===== src/rtl/hbp_pkg.sv =====
// shared types and constants of the huffman bit packer
`timescale 1ns / 1ps
`default_nettype none
package hbp_pkg;

    localparam int MAX_CODE_LEN_DEF = 32;
    localparam int CMD_W            = 2;
    localparam int ENTRY_W          = 9;
    localparam int SYMBOL_W         = 8;
    localparam int CODE_BITS_W      = 32;
    localparam int CODE_LEN_W       = 6;
    localparam int BYTE_W           = 8;
    localparam int BYTE_SH          = $clog2(BYTE_W);
    localparam int TABLE_DEPTH      = 257;
    localparam int FILL_W           = 3;

    localparam logic [ENTRY_W-1:0] EOF_ENTRY = 9'd256;

    typedef enum logic [CMD_W-1:0] {
        CMD_LOAD   = 2'd0,
        CMD_ENCODE = 2'd1,
        CMD_FINISH = 2'd2
    } cmd_t;

    typedef struct packed {
        logic              valid;
        logic              fin;
        logic [FILL_W-1:0] count;
    } emit_req_t;

endpackage
`default_nettype wire


===== src/rtl/hbp_if.sv =====
// valid/ready channel interfaces for input and output words
`timescale 1ns / 1ps
`default_nettype none


interface hbp_out_if;
    import hbp_pkg::*;

    logic              valid;
    logic              ready;
    logic [BYTE_W-1:0] out_byte;
    logic              run_last;
    logic              stream_end;

    modport source (
        output valid, out_byte, run_last, stream_end,
        input  ready
    );
    modport sink (
        input  valid, out_byte, run_last, stream_end,
        output ready
    );
endinterface
`default_nettype wire


===== src/rtl/hbp_emitter.sv =====
// byte emitter: holds up to one item's bytes, sends one per cycle if ready
`timescale 1ns / 1ps
`default_nettype none
module hbp_emitter #(
    parameter int BUF_W = 40
) (
    input  wire logic               clk,
    input  wire logic               rst_n,
    input  wire hbp_pkg::emit_req_t req,
    input  wire logic [BUF_W-1:0]   req_bytes,
    output logic                    req_ready,
    hbp_out_if.source               dout
);
    import hbp_pkg::*;

    logic [BUF_W-1:0]  buf_reg;
    logic [FILL_W-1:0] left_reg;
    logic              fin_reg;
    logic              out_valid_reg;
    logic [BYTE_W-1:0] out_byte_reg;
    logic              run_last_reg;
    logic              stream_end_reg;
    logic              shift_go;
    logic              last_one;

    assign last_one  = (left_reg == FILL_W'(1));
    assign shift_go  = (left_reg != '0) && (!out_valid_reg || dout.ready);
    assign req_ready = (left_reg == '0) || (last_one && shift_go);

    always_ff @(posedge clk or negedge rst_n)
    begin
        if (!rst_n)
        begin
            left_reg      <= '0;
            out_valid_reg <= 1'b0;
        end
        else
        begin
            if (req.valid)
                left_reg <= req.count;
            else if (shift_go)
                left_reg <= left_reg - FILL_W'(1);

            if (shift_go)
                out_valid_reg <= 1'b1;
            else if (dout.ready)
                out_valid_reg <= 1'b0;
        end
    end

    always_ff @(posedge clk)
    begin
        if (req.valid)
        begin
            buf_reg <= req_bytes;
            fin_reg <= req.fin;
        end
        else if (shift_go)
        begin
            buf_reg <= buf_reg >> BYTE_W;
        end

        if (shift_go)
        begin
            out_byte_reg   <= buf_reg[BYTE_W-1:0];
            run_last_reg   <= last_one;
            stream_end_reg <= last_one && fin_reg;
        end
    end

    assign dout.valid      = out_valid_reg;
    assign dout.out_byte   = out_byte_reg;
    assign dout.run_last   = run_last_reg;
    assign dout.stream_end = stream_end_reg;

endmodule
`default_nettype wire


===== src/flat_wrapper.sv =====
// flat-port wrapper written by rule: the top's interface ports become plain ports
module hbp_emitter_flat import hbp_pkg::*;
#(
    parameter int BUF_W = 40
)
  (clk, rst_n, req, req_bytes, req_ready, dout_valid, dout_out_byte, dout_run_last, dout_stream_end, dout_ready);
  hbp_out_if dout_i ();
  input  wire logic clk;
  input  wire logic rst_n;
  input  wire hbp_pkg::emit_req_t req;
  input  wire logic [BUF_W-1:0] req_bytes;
  output logic req_ready;
  output wire logic [$bits(dout_i.valid)-1:0] dout_valid;
  output wire logic [$bits(dout_i.out_byte)-1:0] dout_out_byte;
  output wire logic [$bits(dout_i.run_last)-1:0] dout_run_last;
  output wire logic [$bits(dout_i.stream_end)-1:0] dout_stream_end;
  input wire logic [$bits(dout_i.ready)-1:0] dout_ready;
  assign dout_valid = dout_i.valid;
  assign dout_out_byte = dout_i.out_byte;
  assign dout_run_last = dout_i.run_last;
  assign dout_stream_end = dout_i.stream_end;
  assign dout_i.ready = dout_ready;
  hbp_emitter #(.BUF_W(BUF_W)) u_core (.clk(clk), .rst_n(rst_n), .req(req), .req_bytes(req_bytes), .req_ready(req_ready), .dout(dout_i));
endmodule

===== config.mk =====
export PLATFORM = sky130hd
export DESIGN_NAME = hbp_emitter_flat
export DESIGN_NICKNAME = d
export VERILOG_FILES = /design/src/rtl/hbp_pkg.sv /design/src/rtl/hbp_if.sv /design/src/rtl/hbp_emitter.sv /design/src/flat_wrapper.sv
export SDC_FILE = /design/constraint.sdc
export NUM_CORES = 1
export LEC_CHECK = 0
export ABC_AREA = 1
export ABC_CLOCK_PERIOD_IN_PS = 1600
export BUFFER_PORTS_ARGS = -buffer_cell sky130_fd_sc_hd__buf_2
export CELL_PAD_IN_SITES_DETAIL_PLACEMENT = 0
export CELL_PAD_IN_SITES_GLOBAL_PLACEMENT = 2
export CORE_UTILIZATION = 29
export CTS_BUF_LIST = sky130_fd_sc_hd__clkbuf_8 sky130_fd_sc_hd__clkbuf_16
export CTS_CLUSTER_DIAMETER = 200
export DETAILED_ROUTE_END_ITERATION = 6
export GPL_TIMING_DRIVEN = 0
export PLACE_DENSITY_LB_ADDON = 0.2
export SLEW_MARGIN = 20
export SYNTH_ARGS = -nofsm -noshare
export SYNTH_HDL_FRONTEND = slang
export SYNTH_SLANG_ARGS = --single-unit

===== constraint.sdc =====
create_clock -name clk -period 1.6 [get_ports clk]
set_input_delay 0.24 -clock clk [delete_from_list [all_inputs] [get_ports clk]]
set_output_delay 0.24 -clock clk [all_outputs]
set_load 0.005 [all_outputs]

==> reports/summary.txt <==
Max-cap violations - 0
Layout Nets - 338
Final Slew Violations - 0
Global route overflow - 0
Area grow syn2layout - 24.8%
H-tree depth - 2
Die Ht - 91.5 um
Final worst path period need - 1.52 ns
Root Driver - clkbuf_8
Die ar. - 8360 um^2
Synth top area share - 66.0%
Util after Layout - 37.5%
Mapped Nets - 266
Leakage - 1.43 nW
Place WS - -0.103 ns
Post-Synth Adder-Cell Area - 1.62%
Initial Utilization - 30.0%
Routed wire length - 4120 um
CP max stage delay - 0.40 ns
Synth Register Bits - 55
Synth Area in Simple Gates - 21.5%
Share of layout cells above drive strength 1 - 31.4%
Most common cell after layout, fill and taps aside - nand2_1
Largest net degree at the start of global routing - 43
Via Count - 1536
DRT iter0 DRCs - 35
Buffers & Inverters on Critical Path - 2
Crit path kind - flop to output pin
Status - completed
WHS - 0.108 ns
Clock sink total - 55
Clk_skew - 0.0104 ns
Xor/xnor share of the synthesized area - 0%
Largest family of logic cells by synthesized area - simple AND/OR/NAND/NOR gates
Worst EP arrival - 1.28 ns
Crit-path slowest cell - dfrtp_1
Average wire per standard cell - 10.6 um
Number of CTS-inserted buffers - 5
CP Launch Point - u_core.left_reg[0]
Area after DPL - 2750 um^2
DP HPWL - 2810 um
R2r setup slk - 0.12 ns
FP Rows - 32
Crit-path cells - buf_4 > ha_1 > nand2_2 > o21ai_2 > buf_2
First-pass GRT wire length - 6900 um
Vias in the first global route - 1427
Max-slew headroom - 77.9%
Worst hold path class - primary input to flop
Routed Antenna Nets - 0
Largest register FFs - 40
Final instance area - 2900 um^2
Worst Tran Pin Value - 0.331 ns
HP Start - req[3]
Port bufs - 59
RSZ-0062 raised after global routing - no
Antenna violations before repair - 0
Post-synthesis mux area share - 0%
Antenna cell count - 0
Area contributors post-synth - edfxtp_1 66%, nand2_1 19%, dfrtp_1 4.3%
Final period util - 95.1%
Crit path required time - 1.36 ns
R2R Path Start - u_core.left_reg[0]
Largest area contributor in the netlist - edfxtp_1
Clk slew on worst S/H paths - 0.09 ns
Die Wd - 91.5 um
First drt pass iteration count - 4
CP Launch Type - flop
Hold violation total from the final report - 0
Ys Warns - 0
Drc violations - 0
Clk buf depth - 2
Fmax - 0.657 GHz
Setup violations, final - 0
Fillers - 821
Worst setup margin - 0.0790 ns
Avg Vias per Cell - 3.95
Gpl congestion - 0.684
Worst vdd ir - 0.000393 V
Post-synthesis sequential area ratio - 70.3%
TritonCTS clock tree - done
CP Max Fanout - 3
Syn Inst Count - 215
Core footprint - 7730 um^2
Pwr/cell area - 1320 nW/um^2
Avg Cell Area, Syn - 10.8 um^2
Crit path max-delay family - flip-flops
I/O Pins - 60
Netlist cell types - 14
Overall routing resource usage - 10.8%
Post-synthesis compound-gate area fraction - 0.647%
Most frequent cells in the layout - 119 x nand2_1, 62 x buf_2, 51 x edfxtp_1
Setup crit end kind - output pin
Post-Syn Area - 2320 um^2
Worst-Skew Late Latency - 0.31 ns
logic make-up after synthesis:
kind of cell	count (synthesis)
adder cells (fa/ha/maj)	3
AND/OR/NAND/NOR	128
AO/OA/AOI/OAI	3
buffers and inverters	26
flip-flops	55
what timing repair did:
action	CTS	global route
pin swaps	1	2
hold endpoints to repair	4	0
resized for setup	1	5
hold buffers	1	0
setup buffers	4	1
gates cloned	0	0
setup endpoints to repair	41	41
worst register-to-register path, stage by stage (launching register included):
cell and delay (ns):
dfrtp_1 0.37, inv_2 0.05, ha_2 0.18, nand2_2 0.09, nand2_4 0.06, buf_4 0.15, nand2_8 0.25
through the flow:
| stage | instances | power (mW) | TNS (ns) |
|---|---|---|---|
| floorplan | 215 | 2.72 | 0 |
| global placement | 376 | 3.02 | -3.71 |
| detailed placement | 376 | 3.03 | -4.08 |
| CTS | 388 | 3.86 | 0 |
| global route | 389 | 4.10 | 0 |
| finish | 389 | 3.83 | 0 |
cells in the mapped netlist (all sizes together):
master	instances
dfrtp	4
o21ai	3
nand3	2
nand2	123
nor2	2
inv	18
ha	3
nand4	1
edfxtp	51
buf	8
final timing paths:
check                                          endpoint  cells past startpoint
worst max-delay path                          req_ready                      5
worst max register to register       u_core.buf_reg[14]                      6
max in group asynchronous            u_core.left_reg[1]                      2
worst min register to register  u_core.dout.out_byte[3]                      0
min in group asynchronous             u_core.dout.valid                      2
worst min-delay path                     u_core.fin_reg                      1
power by group:
part	internal, mW	total, mW	leakage (nW)	switching, mW
Clock	0.301	0.743	0.0440	0.443
Combinational	0.361	0.867	0.804	0.507
Sequential	2.12	2.22	0.580	0.107
Total	2.78	3.83	1.43	1.06
metal layers:
metal	up-vias	GRT usage (%)	wire, um
met5	-	0	0
met4	0	3.97	58
met3	5	3.85	274
met2	45	16.9	1900
met1	663	13.7	1890
li1	823	-	-
final cells by class:
cell class | instances | area (um^2) | area share (%)
flip-flops and latches | 55 | 1630 | 56.3
multi-input cells | 134 | 573 | 19.8
repair buffers | 65 | 343 | 11.8
well taps | 102 | 128 | 4.41
plain buffers | 8 | 71.3 | 2.46
clock buffers | 5 | 68.8 | 2.38
inverters | 18 | 67.6 | 2.33
clock inverters | 2 | 13.8 | 0.475
Power figures use the tool's default switching activity.
